**src/hdl/imm_pkg.sv**
```systemverilog
package imm_pkg;

	// fixed field widths
	localparam int DIM_W   = 3;
	localparam int REG_W   = 4;
	localparam int IDX_W   = 2;
	localparam int ELEM_W  = 16;
	localparam int PROD_W  = 35;
	localparam int MULT_W  = 2 * ELEM_W;
	localparam int CELL_W  = 6;

	// default largest matrix dimension
	localparam int MAX_DIM_DEF = 8;

	// register indexes
	localparam logic [IDX_W-1:0] REG_ROWS_A = 2'd0;
	localparam logic [IDX_W-1:0] REG_INNER  = 2'd1;
	localparam logic [IDX_W-1:0] REG_COLS_B = 2'd2;

	localparam logic [REG_W-1:0] DIM_RESET = 4'd8;

	// sequencer states
	typedef enum logic [1:0] {
		ST_LOAD = 2'b01,
		ST_CALC = 2'b10
	} state_t;

	// one multiply-accumulate step travelling down the pipeline
	typedef struct packed {
		logic             valid;
		logic [DIM_W-1:0] row;
		logic [DIM_W-1:0] col;
		logic             first;
		logic             last_k;
		logic             last;
	} mac_tag_t;

	// register value to last valid index: 0 acts as 1, above max acts as max
	function automatic logic [DIM_W-1:0] dim_lim(input logic [REG_W-1:0] v, input int max_dim);
		logic [REG_W-1:0] lim;
		if (v == '0) begin
			lim = '0;
		end else if (int'(v) > max_dim) begin
			lim = REG_W'(max_dim - 1);
		end else begin
			lim = v - 1'b1;
		end
		return lim[DIM_W-1:0];
	endfunction

	// row-major store location
	function automatic logic [CELL_W-1:0] cell_addr(input logic [DIM_W-1:0] r,
		input logic [DIM_W-1:0] c, input int max_dim);
		logic [CELL_W-1:0] t;
		t = CELL_W'(r) * CELL_W'(max_dim) + CELL_W'(c);
		return t;
	endfunction

endpackage

```
**src/hdl/imm_ram.sv**
```systemverilog
module imm_ram #(
	parameter int WIDTH = 16,
	parameter int DEPTH = 64,
	localparam int AW = (DEPTH > 1) ? $clog2(DEPTH) : 1
) (
	input  logic             clk,
	input  logic             wr_en,
	input  logic [AW-1:0]    wr_addr,
	input  logic [WIDTH-1:0] wr_data,
	input  logic             rd_en,
	input  logic [AW-1:0]    rd_addr,
	output logic [WIDTH-1:0] rd_data
);

	logic [WIDTH-1:0] mem_q [DEPTH];

	// one write port, one registered read port
	always_ff @(posedge clk) begin
		if (wr_en) begin
			mem_q[wr_addr] <= wr_data;
		end
		if (rd_en) begin
			rd_data <= mem_q[rd_addr];
		end
	end

endmodule

```
**src/hdl/imm_ctrl.sv**
```systemverilog
module imm_ctrl #(
	parameter int MAX_DIM = imm_pkg::MAX_DIM_DEF,
	parameter int AW = 6
) (
	input  logic                     clk,
	input  logic                     arst_n,
	input  logic                     cfg_write_en,
	input  logic [imm_pkg::IDX_W-1:0] cfg_index,
	input  logic [imm_pkg::REG_W-1:0] cfg_data,
	input  logic                     element_valid,
	output logic                     element_ready,
	input  logic                     adv,
	input  logic                     calc_done,
	output logic                     a_wr_en,
	output logic                     b_wr_en,
	output logic [AW-1:0]            wr_addr,
	output logic [AW-1:0]            a_rd_addr,
	output logic [AW-1:0]            b_rd_addr,
	output imm_pkg::mac_tag_t        issue
);

	imm_pkg::state_t state_q;
	logic [imm_pkg::REG_W-1:0] rows_a_q, inner_q, cols_b_q;
	logic [imm_pkg::DIM_W-1:0] rows_lim, inner_lim, cols_lim;
	logic [imm_pkg::DIM_W-1:0] lr_q, lc_q, ir_q, ic_q, ik_q;
	logic phase_b_q, issued_q;
	logic accept, cfg_hit;
	logic lc_end, lr_end, ik_end, ic_end, ir_end, issue_go;

	assign rows_lim  = imm_pkg::dim_lim(rows_a_q, MAX_DIM);
	assign inner_lim = imm_pkg::dim_lim(inner_q, MAX_DIM);
	assign cols_lim  = imm_pkg::dim_lim(cols_b_q, MAX_DIM);

	assign element_ready = (state_q == imm_pkg::ST_LOAD);
	assign accept = element_valid && element_ready;

	// config decode
	always_comb begin
		unique case (cfg_index)
			imm_pkg::REG_ROWS_A, imm_pkg::REG_INNER, imm_pkg::REG_COLS_B: cfg_hit = cfg_write_en;
			default: cfg_hit = 1'b0;
		endcase
	end

	// load position: A is rows x inner, B is inner x cols
	assign lc_end = phase_b_q ? (lc_q == cols_lim) : (lc_q == inner_lim);
	assign lr_end = phase_b_q ? (lr_q == inner_lim) : (lr_q == rows_lim);

	assign a_wr_en = accept && !phase_b_q;
	assign b_wr_en = accept && phase_b_q;
	assign wr_addr = AW'(imm_pkg::cell_addr(lr_q, lc_q, MAX_DIM));

	// compute issue
	assign ik_end = (ik_q == inner_lim);
	assign ic_end = (ic_q == cols_lim);
	assign ir_end = (ir_q == rows_lim);
	assign issue_go = (state_q == imm_pkg::ST_CALC) && !issued_q;

	assign a_rd_addr = AW'(imm_pkg::cell_addr(ir_q, ik_q, MAX_DIM));
	assign b_rd_addr = AW'(imm_pkg::cell_addr(ik_q, ic_q, MAX_DIM));

	always_comb begin
		issue.valid  = issue_go;
		issue.row    = ir_q;
		issue.col    = ic_q;
		issue.first  = (ik_q == '0);
		issue.last_k = ik_end;
		issue.last   = ik_end && ic_end && ir_end;
	end

	// config registers
	always_ff @(posedge clk or negedge arst_n) begin
		if (!arst_n) begin
			rows_a_q <= imm_pkg::DIM_RESET;
			inner_q  <= imm_pkg::DIM_RESET;
			cols_b_q <= imm_pkg::DIM_RESET;
		end else if (cfg_write_en) begin
			unique case (cfg_index)
				imm_pkg::REG_ROWS_A: rows_a_q <= cfg_data;
				imm_pkg::REG_INNER:  inner_q  <= cfg_data;
				imm_pkg::REG_COLS_B: cols_b_q <= cfg_data;
				default: ;
			endcase
		end
	end

	// sequencer
	always_ff @(posedge clk or negedge arst_n) begin
		if (!arst_n) begin
			state_q   <= imm_pkg::ST_LOAD;
			lr_q      <= '0;
			lc_q      <= '0;
			phase_b_q <= 1'b0;
			ir_q      <= '0;
			ic_q      <= '0;
			ik_q      <= '0;
			issued_q  <= 1'b0;
		end else begin
			unique case (state_q)
				imm_pkg::ST_LOAD: begin
					if (cfg_hit) begin
						lr_q      <= '0;
						lc_q      <= '0;
						phase_b_q <= 1'b0;
					end else if (accept) begin
						if (!lc_end) begin
							lc_q <= lc_q + 1'b1;
						end else begin
							lc_q <= '0;
							if (!lr_end) begin
								lr_q <= lr_q + 1'b1;
							end else begin
								lr_q      <= '0;
								phase_b_q <= !phase_b_q;
								if (phase_b_q) begin
									state_q  <= imm_pkg::ST_CALC;
									ir_q     <= '0;
									ic_q     <= '0;
									ik_q     <= '0;
									issued_q <= 1'b0;
								end
							end
						end
					end
				end
				imm_pkg::ST_CALC: begin
					if (issue_go && adv) begin
						if (!ik_end) begin
							ik_q <= ik_q + 1'b1;
						end else begin
							ik_q <= '0;
							if (!ic_end) begin
								ic_q <= ic_q + 1'b1;
							end else begin
								ic_q <= '0;
								if (!ir_end) begin
									ir_q <= ir_q + 1'b1;
								end else begin
									issued_q <= 1'b1;
								end
							end
						end
					end
					if (calc_done) begin
						state_q <= imm_pkg::ST_LOAD;
					end
				end
				default: state_q <= imm_pkg::ST_LOAD;
			endcase
		end
	end

endmodule

```
**src/hdl/imm_mac.sv**
```systemverilog
module imm_mac (
	input  logic                              clk,
	input  logic                              arst_n,
	input  imm_pkg::mac_tag_t                 issue,
	input  logic [imm_pkg::ELEM_W-1:0]        a_data,
	input  logic [imm_pkg::ELEM_W-1:0]        b_data,
	output logic                              adv,
	output logic                              calc_done,
	output logic                              result_valid,
	input  logic                              result_ready,
	output logic [imm_pkg::DIM_W-1:0]         row_index,
	output logic [imm_pkg::DIM_W-1:0]         col_index,
	output logic signed [imm_pkg::PROD_W-1:0] product_value,
	output logic                              last_result
);

	imm_pkg::mac_tag_t tag_s1, tag_s2;
	logic signed [imm_pkg::MULT_W-1:0] prod_s2;
	logic signed [imm_pkg::PROD_W-1:0] acc_q, sum;
	logic result_valid_q, step;

	// whole pipeline moves unless a result is stuck at the output
	assign adv  = !result_valid_q || result_ready;
	assign step = adv && tag_s2.valid;
	assign calc_done = step && tag_s2.last;
	assign result_valid = result_valid_q;

	assign sum = (tag_s2.first ? '0 : acc_q) + imm_pkg::PROD_W'(prod_s2);

	// tags follow the ram read and the multiply
	always_ff @(posedge clk or negedge arst_n) begin
		if (!arst_n) begin
			tag_s1 <= '0;
			tag_s2 <= '0;
		end else if (adv) begin
			tag_s1 <= issue;
			tag_s2 <= tag_s1;
		end
	end

	// multiply, then accumulate
	always_ff @(posedge clk) begin
		if (adv) begin
			prod_s2 <= $signed(a_data) * $signed(b_data);
		end
		if (step) begin
			acc_q <= sum;
		end
	end

	// output register
	always_ff @(posedge clk or negedge arst_n) begin
		if (!arst_n) begin
			result_valid_q <= 1'b0;
		end else if (step && tag_s2.last_k) begin
			result_valid_q <= 1'b1;
		end else if (result_ready) begin
			result_valid_q <= 1'b0;
		end
	end

	always_ff @(posedge clk) begin
		if (step && tag_s2.last_k) begin
			row_index     <= tag_s2.row;
			col_index     <= tag_s2.col;
			product_value <= sum;
			last_result   <= tag_s2.last;
		end
	end

endmodule

```
**src/hdl/integer_matrix_multiply_unit.sv**
```systemverilog
// Load: one element per cycle, ready stays high until the last B element.
// Compute: one shared 16x16 multiply-accumulate runs rows*cols*inner steps, one a
// cycle while no result stalls at the output, through a 3-stage ram/multiply/
// accumulate path; ready is low meanwhile. Ready returns with the last result.
// Reset sets the dimension registers to 8 and clears the counters; stores keep data.
module integer_matrix_multiply_unit #(
	parameter int MAX_DIM = imm_pkg::MAX_DIM_DEF
) (
	input  logic                              clk,
	input  logic                              arst_n,
	input  logic                              cfg_write_en,
	input  logic [imm_pkg::IDX_W-1:0]         cfg_index,
	input  logic [imm_pkg::REG_W-1:0]         cfg_data,
	input  logic                              element_valid,
	output logic                              element_ready,
	input  logic signed [imm_pkg::ELEM_W-1:0] element,
	output logic                              result_valid,
	input  logic                              result_ready,
	output logic [imm_pkg::DIM_W-1:0]         row_index,
	output logic [imm_pkg::DIM_W-1:0]         col_index,
	output logic signed [imm_pkg::PROD_W-1:0] product_value,
	output logic                              last_result
);

	localparam int DEPTH = MAX_DIM * MAX_DIM;
	localparam int AW = (DEPTH > 1) ? $clog2(DEPTH) : 1;

	imm_pkg::mac_tag_t issue;
	logic adv, calc_done, a_wr_en, b_wr_en;
	logic [AW-1:0] wr_addr, a_rd_addr, b_rd_addr;
	logic [imm_pkg::ELEM_W-1:0] a_data, b_data;

	imm_ctrl #(
		.MAX_DIM(MAX_DIM),
		.AW(AW)
	) u_ctrl (
		.clk(clk),
		.arst_n(arst_n),
		.cfg_write_en(cfg_write_en),
		.cfg_index(cfg_index),
		.cfg_data(cfg_data),
		.element_valid(element_valid),
		.element_ready(element_ready),
		.adv(adv),
		.calc_done(calc_done),
		.a_wr_en(a_wr_en),
		.b_wr_en(b_wr_en),
		.wr_addr(wr_addr),
		.a_rd_addr(a_rd_addr),
		.b_rd_addr(b_rd_addr),
		.issue(issue)
	);

	// matrix A store
	imm_ram #(
		.WIDTH(imm_pkg::ELEM_W),
		.DEPTH(DEPTH)
	) u_ram_a (
		.clk(clk),
		.wr_en(a_wr_en),
		.wr_addr(wr_addr),
		.wr_data(element),
		.rd_en(adv),
		.rd_addr(a_rd_addr),
		.rd_data(a_data)
	);

	// matrix B store
	imm_ram #(
		.WIDTH(imm_pkg::ELEM_W),
		.DEPTH(DEPTH)
	) u_ram_b (
		.clk(clk),
		.wr_en(b_wr_en),
		.wr_addr(wr_addr),
		.wr_data(element),
		.rd_en(adv),
		.rd_addr(b_rd_addr),
		.rd_data(b_data)
	);

	imm_mac u_mac (
		.clk(clk),
		.arst_n(arst_n),
		.issue(issue),
		.a_data(a_data),
		.b_data(b_data),
		.adv(adv),
		.calc_done(calc_done),
		.result_valid(result_valid),
		.result_ready(result_ready),
		.row_index(row_index),
		.col_index(col_index),
		.product_value(product_value),
		.last_result(last_result)
	);

endmodule

```
**config.mk**
```make
export PLATFORM = sky130hd
export DESIGN_NAME = integer_matrix_multiply_unit
export DESIGN_NICKNAME = d
export VERILOG_FILES = /design/src/hdl/imm_pkg.sv /design/src/hdl/imm_ram.sv /design/src/hdl/imm_ctrl.sv /design/src/hdl/imm_mac.sv /design/src/hdl/integer_matrix_multiply_unit.sv
export SDC_FILE = /design/constraint.sdc
export NUM_CORES = 2
export LEC_CHECK = 0
export ABC_AREA = 0
export BUFFER_PORTS_ARGS = -buffer_cell sky130_fd_sc_hd__buf_2
export CORE_ASPECT_RATIO = 2
export CORE_MARGIN = 1.5
export CORE_UTILIZATION = 50
export CTS_CLUSTER_DIAMETER = 200
export CTS_CLUSTER_SIZE = 40
export DETAILED_ROUTE_END_ITERATION = 8
export PLACE_DENSITY = 0.73
export SETUP_SLACK_MARGIN = 0.1
export SLEW_MARGIN = 20
export SYNTH_ARGS = -nofsm -noshare
export SYNTH_HDL_FRONTEND = slang
export SYNTH_HIERARCHICAL = 1
export SYNTH_SLANG_ARGS = --single-unit
export TNS_END_PERCENT = 100
```
**constraint.sdc**
```tcl
create_clock -name clk -period 11.7 [get_ports clk]
set_input_delay 0.585 -clock clk [delete_from_list [all_inputs] [get_ports clk]]
set_output_delay 0.585 -clock clk [all_outputs]
set_load 0.01 [all_outputs]
```
After elaboration in Yosys (flattened, before gate mapping)

Memories as Yosys holds them, arrays and structs flattened. A register that Yosys moved wholly into a read port is not among the register bits.
Index checks and enable logic that the tools add are counted.

Flip-flop bits (word level): 161
Memory bits (writable): 2,048
Input bits: 27
Output and inout bits: 44
Word-level logic and storage cells: 167
Memories: 2

Memories:

| memory        | words | width | rd ports | clocked after Yosys merged registers in | write ports | RTL line      | RTL |
|---|---|---|---|---|---|---|---|
| u_ram_a.mem_q | 64    | 16    | 1        | 1                                       | 1           | imm_ram.sv:15 | `logic [WIDTH-1:0] mem_q [DEPTH];` |
| u_ram_b.mem_q | 64    | 16    | 1        | 1                                       | 1           | imm_ram.sv:15 |  |

Add/sub/neg operators: 12
Multiply operators: 1
Magnitude comparators: 3
Equality and inequality tests: 22
Muxes and demuxes: 61
Reduce and logical (&&, ||, !) cells: 36

Operators with widths:

| cell                                                                    | number |
|---|---|
| 3-bit 2-to-1 mux                                                        | 27 |
| 35-bit adder                                                            | 1 |
| 35-bit 2-to-1 mux                                                       | 1 |
| 16-bit by 16-bit multiplier with 32-bit output                          | 1 |
| 1-bit 2-to-1 mux                                                        | 22 |
| 3-bit == test                                                           | 7 |
| 10-bit AND reduction                                                    | 2 |
| 6-bit by 3-bit adder with 6-bit output                                  | 3 |
| 3-bit one-hot mux with 2 select lines                                   | 3 |
| 2-bit inequality test, second input constant                            | 8 |
| 3-bit by 1-bit adder with 3-bit output, second input constant           | 5 |
| 4-bit greater-than comparator, second input constant                    | 3 |
| 4-bit logical NOT                                                       | 3 |
| 2-bit 2-to-1 mux                                                        | 6 |
| 1-bit logical AND                                                       | 10 |
| 2-bit nonzero test                                                      | 5 |
| 3-bit by 1-bit subtractor with 3-bit output, second input constant      | 3 |
| 2-bit AND reduction                                                     | 4 |
| 8-bit AND reduction                                                     | 1 |
| 7-bit AND reduction                                                     | 1 |
| 2-bit by 1-bit inequality test with 1-bit output, second input constant | 3 |
| 6-bit AND reduction                                                     | 1 |
| 2-bit by 1-bit == test with 1-bit output, second input constant         | 2 |
| 2-bit == test, second input constant                                    | 2 |
| other kinds (9)                                                         | 11 |

Depth between registers and ports, before layout

Depth in word-level cells: 10
Mapped depth: 23
Mapped depth without buffers: 22

Cells and area by module

The synthesis kept the hierarchy.

Modules (own cells, without submodules):

| module             | instances | cells each | area each (sq um) | sequential area each (sq um) |
|---|---|---|---|---|
| imm_ram at u_ram_a | 1         | 1,828      | 40,209.8          | 31,230.0 |
| imm_ram at u_ram_b | 1         | 1,829      | 40,202.3          | 31,230.0 |
| imm_mac            | 1         | 1,544      | 15,783.9          | 3,798.6 |
| imm_ctrl           | 1         | 260        | 2,421.1           | 780.7 |

Worst setup path after synthesis

Ideal clock, no wire load.

Kind: flip-flop to flip-flop
From: register u_ram_b.rd_data[7], read port of u_ram_b.mem_q
To: register u_mac/prod_s2[25] (netlist name), data pin
Setup time: 0.258 ns
Arrival: 5.838 ns
Data required time: 11.442 ns
Setup slack: 5.604 ns
Cell stages (with the launch flop): 24
Buffers on the path: 1
Clock period less this slack: 6.096 ns
Cell sequence: edfxtp_1 > clkbuf_1 > nand2_1 > fa_1 > inv_1 > fa_1 > inv_1 > fa_1 > inv_1 > fa_1 > fa_1 > inv_1 > fa_1 > inv_1 > ha_1 > a2111oi_0 > o21ai_0 > a21oi_1 > o21ai_1 > a21oi_2 > o211ai_1 > a31o_2 > a21oi_2 > xnor2_1

Longest elaborated chain between the ends: 1

Ends and longest elaborated chain:

| element                                        | RTL line      | RTL |
|---|---|---|
| start: declaration                             | imm_ram.sv:12 | `output logic [WIDTH-1:0] rd_data` |
| 16-bit by 16-bit multiplier with 32-bit output | imm_mac.sv:44 | `prod_s2 <= $signed(a_data) * $signed(b_data);` |
| end signal: assignment                         | imm_mac.sv:44 |  |
| end: declaration                               | imm_mac.sv:18 | `logic signed [imm_pkg::MULT_W-1:0] prod_s2;` |

Every way passes these cells.
A chain may end at the register's enable or synchronous reset.

Worst setup path after layout

From: register u_ram_b.rd_data[8], read port of u_ram_b.mem_q
To: register u_mac/prod_s2[25] (netlist name), data pin

Same word-level chain as after synthesis.

==> impl_results.md <==
- Most frequent cells in the layout: edfxtp_1 (2189), mux4_2 (434), nand2_1 (339), inv_1 (307), fa_1 (263)
- Remaining Overflow, GRT: 0
- Layout cell share with drive strength beyond 1: about 17%
- Via count: 49500
- Die area: about 0.2 mm^2
- Critical path's slowest cell: edfxtp_1
- DRT Pass-1 Iters: 6
- Post-DP Area: 0.102 mm^2
- Final period utilization: 58.0%
- Setup Skew: 55.4 ps
- Post-route cell area: roughly 0.10 mm^2
- Synth Register Bits: around 2200
- Max clock buf depth: 3
- Worst relative slew slack: roughly 16%
- Starting Density: 50.3%
- Total track usage: 23.7%
- CP Cell Sequence: nand2_1 > fa_1 > inv_1 > fa_1 > inv_1 > fa_1 > inv_1 > fa_1 > fa_1 > inv_1 > fa_1 > inv_1 > ha_1 > a2111oi_0 > o21ai_0 > a21oi_1 > o21ai_1 > a21oi_2 > o211ai_1 > a31o_2 > a21oi_2 > xnor2_1
- DR WL/cell: ~29 um
- Crit path top cell by count: fa_1
- CP bufs+invs: 5
- RSZ-0062 raised after global routing: false
- Cell row count: 230
- Final wirelength: 235000 um
- HP Class: input port to async pin
- Die width: 317 um
- Run status: complete, no violations
- DRT iter0 DRCs: between 4000 and 5000
- Vias/cell: 6.13
- Floorplan core area: 0.196 mm^2
- Synth unique cells: 104
- Root Driver: clkbuf_16
- Min Tclk post-route: roughly 6800 ps
- Crit path launch type: flop
- Mapped Cells: ~5500
- Worst stage delay on the critical path: 780 ps
- Top Ports: 71
- Final setup margin: just under 5000 ps
- Largest net degree at the start of global routing: 115
- CTS H-Tree Depth: 3
- Top_reg_cell synth: edfxtp_1
- Critical Path Sink Type: flop
- Synth warn: 6
- WS Path Type: flop to flop
- Top Family by Delay on Critical Path: adder cells
- Actual slew at the worst max-slew pin: 1260 ps
- First-pass GRT wire length: 345000 um
- Dpl ws: 4980 ps
- Antenna Nets Post-Route: 0
- Clock Latency Late Sink: 720 ps
- Residual DRC count: 0
- Vias in the first global route: slightly above 50000
- CP required: 12210 ps
- Syn_nets: 5878
- Die H: 631 um
- Cell area after synthesis: roughly 0.099 mm^2
- Crit Path Max Fanout: 16
- Asr flop ratio synth: 2.32%
- Final setup fails: 0
- Initial antenna violation count: 14
- Sequential area share after synthesis: 68.0%
- Final #Nets: around 5900
- Fmax: about 0.15 GHz
- HPWL Detailed: ~160000 um
- CTS buffer count: 66
- Most common cell after layout, fill and taps aside: edfxtp_1
- Post-CTS Hold Fix Bufs: 0
- Final hold vios: 0
- Area Growth Syn to Fin: 5.32%
- Post-CTS setup buffer count: 0
- GPL Wtd Cong: around 0.91
- Setup TNS: 0 ps
- Arr. time, crit path: 7290 ps
- MaxCap Viol Count: 0
- EDFF count, synth: 2189
- Clk sink count: 2241
- PostCTS Resize Cnt: 0
- Port buffer count: 70
- Worst-path clk slew: 160 ps
- Post-Syn Area per Cell: 18.1 um^2
- CTS tree: done
- Pins Over Slew Limit: 0
-- per-layer routing --
metal | up-vias | track usage, % | part of all wire [%]
met1 | 26400 | 26.0 | 34
met3 | 438 | 2.27 | 4.6
met4 | 6 | 14.9 | 7.2
met2 | 1688 | 43.5 | 54
met5 | - | 0 | 0.015
li1 | 21000 | - | -
-- final cells by class --
| type | count | area [um^2] |
|---|---|---|
| inverter | 310 | 1170 |
| timing repair buffer | 228 | 1670 |
| antenna | 20 | 50.0 |
| multi-input combinational | 2640 | 28800 |
| sequential | 2241 | 67100 |
| fill | 15000 | 92100 |
| clock buffer | 85 | 1810 |
| tap | 2552 | 3190 |
| clock inverter | 4 | 88.8 |
-- Yosys cell counts, drive strengths merged, types with 27 or more instances --
cell type / n / area (um^2)
nand2: 341 / 1290
clkbuf: 94 / 364
mux2i: 172 / 1720
mux4: 448 / 10100
mux2: 66 / 743
xnor2: 44 / 385
edfxtp: 2189 / 65700
and2: 133 / 832
nor2b: 105 / 657
fa: 263 / 5270
nand4: 35 / 234
inv: 309 / 1160
nand2b: 30 / 195
a221oi: 35 / 324
nand3: 61 / 305
o21ai: 65 / 325
buf: 175 / 1390
a21oi: 89 / 468
nor2: 205 / 777
a22oi: 78 / 586
dfrtp: 48 / 1200
a211oi: 27 / 230
ha: 127 / 1590
-- registers in the layout (all words and copies together) (netlist names), 2 cells and up --
name,cells
u_ram_a/mem_q,1024
u_ram_b/mem_q,1024
u_mac/acc_q,35
u_mac/product_value,35
u_mac/prod_s2,32
u_ram_a/rd_data,16
u_ram_b/rd_data,16
u_mac/tag_s1,10
u_mac/tag_s2,10
u_ctrl/cols_b_q,4
u_ctrl/inner_q,4
u_ctrl/rows_a_q,4
u_ctrl/ic_q,3
u_ctrl/ik_q,3
u_ctrl/ir_q,3
u_ctrl/lc_q,3
u_ctrl/lr_q,3
u_mac/col_index,3
u_mac/row_index,3
u_ctrl/state_q,2
-- cell families after synthesis --
| kind of cell | after synthesis | share of synthesized area [%] |
|---|---|---|
| AOI/OAI and AO/OA | 486 | 3.60 |
| xor gates and xnor gates | 70 | 0.622 |
| adders and majority gates | 393 | 6.98 |
| buffers and inverters | 580 | 2.96 |
| DFF | 2241 | 68.0 |
| muxes | 686 | 12.8 |
| and+or+nand+nor | 1005 | 5.07 |
-- path summary, 6_finish.rpt --
check,startpoint,to,slack (ps),depth (start not counted)
min reg2reg,u_mac/tag_s2[4]$_DFFE_PN0N_,u_mac/col_index[1]$_DFFE_PP_,460,0
min in group clk,cfg_data[3],u_ctrl/rows_a_q[3]$_DFFE_PN1P_,90,3
max reg2reg,u_ram_b/rd_data[8]$_DFFE_PP_,u_mac/prod_s2[25]$_DFFE_PN_,4920,22
max in group asynchronous,arst_n,u_ctrl/ic_q[2]$_DFFE_PN0P_,11080,2
min,arst_n,u_ctrl/lc_q[1]$_DFFE_PN0P_,20,2
max,u_ram_b/rd_data[8]$_DFFE_PP_,u_mac/prod_s2[25]$_DFFE_PN_,4920,22
-- through the flow --
step,instances,utilization [%],hold slack (ps)
global placement,7967,52.0,431
floorplan,5461,-,289
finish,8080,53.0,18.3
CTS,8058,52.9,1.10
global route,8072,53.0,54.3
detailed placement,7969,52.0,439
Power is left out: the tool's default activity adds up to more than one toggle a clock period on the data nets, which glitch-free logic cannot reach.
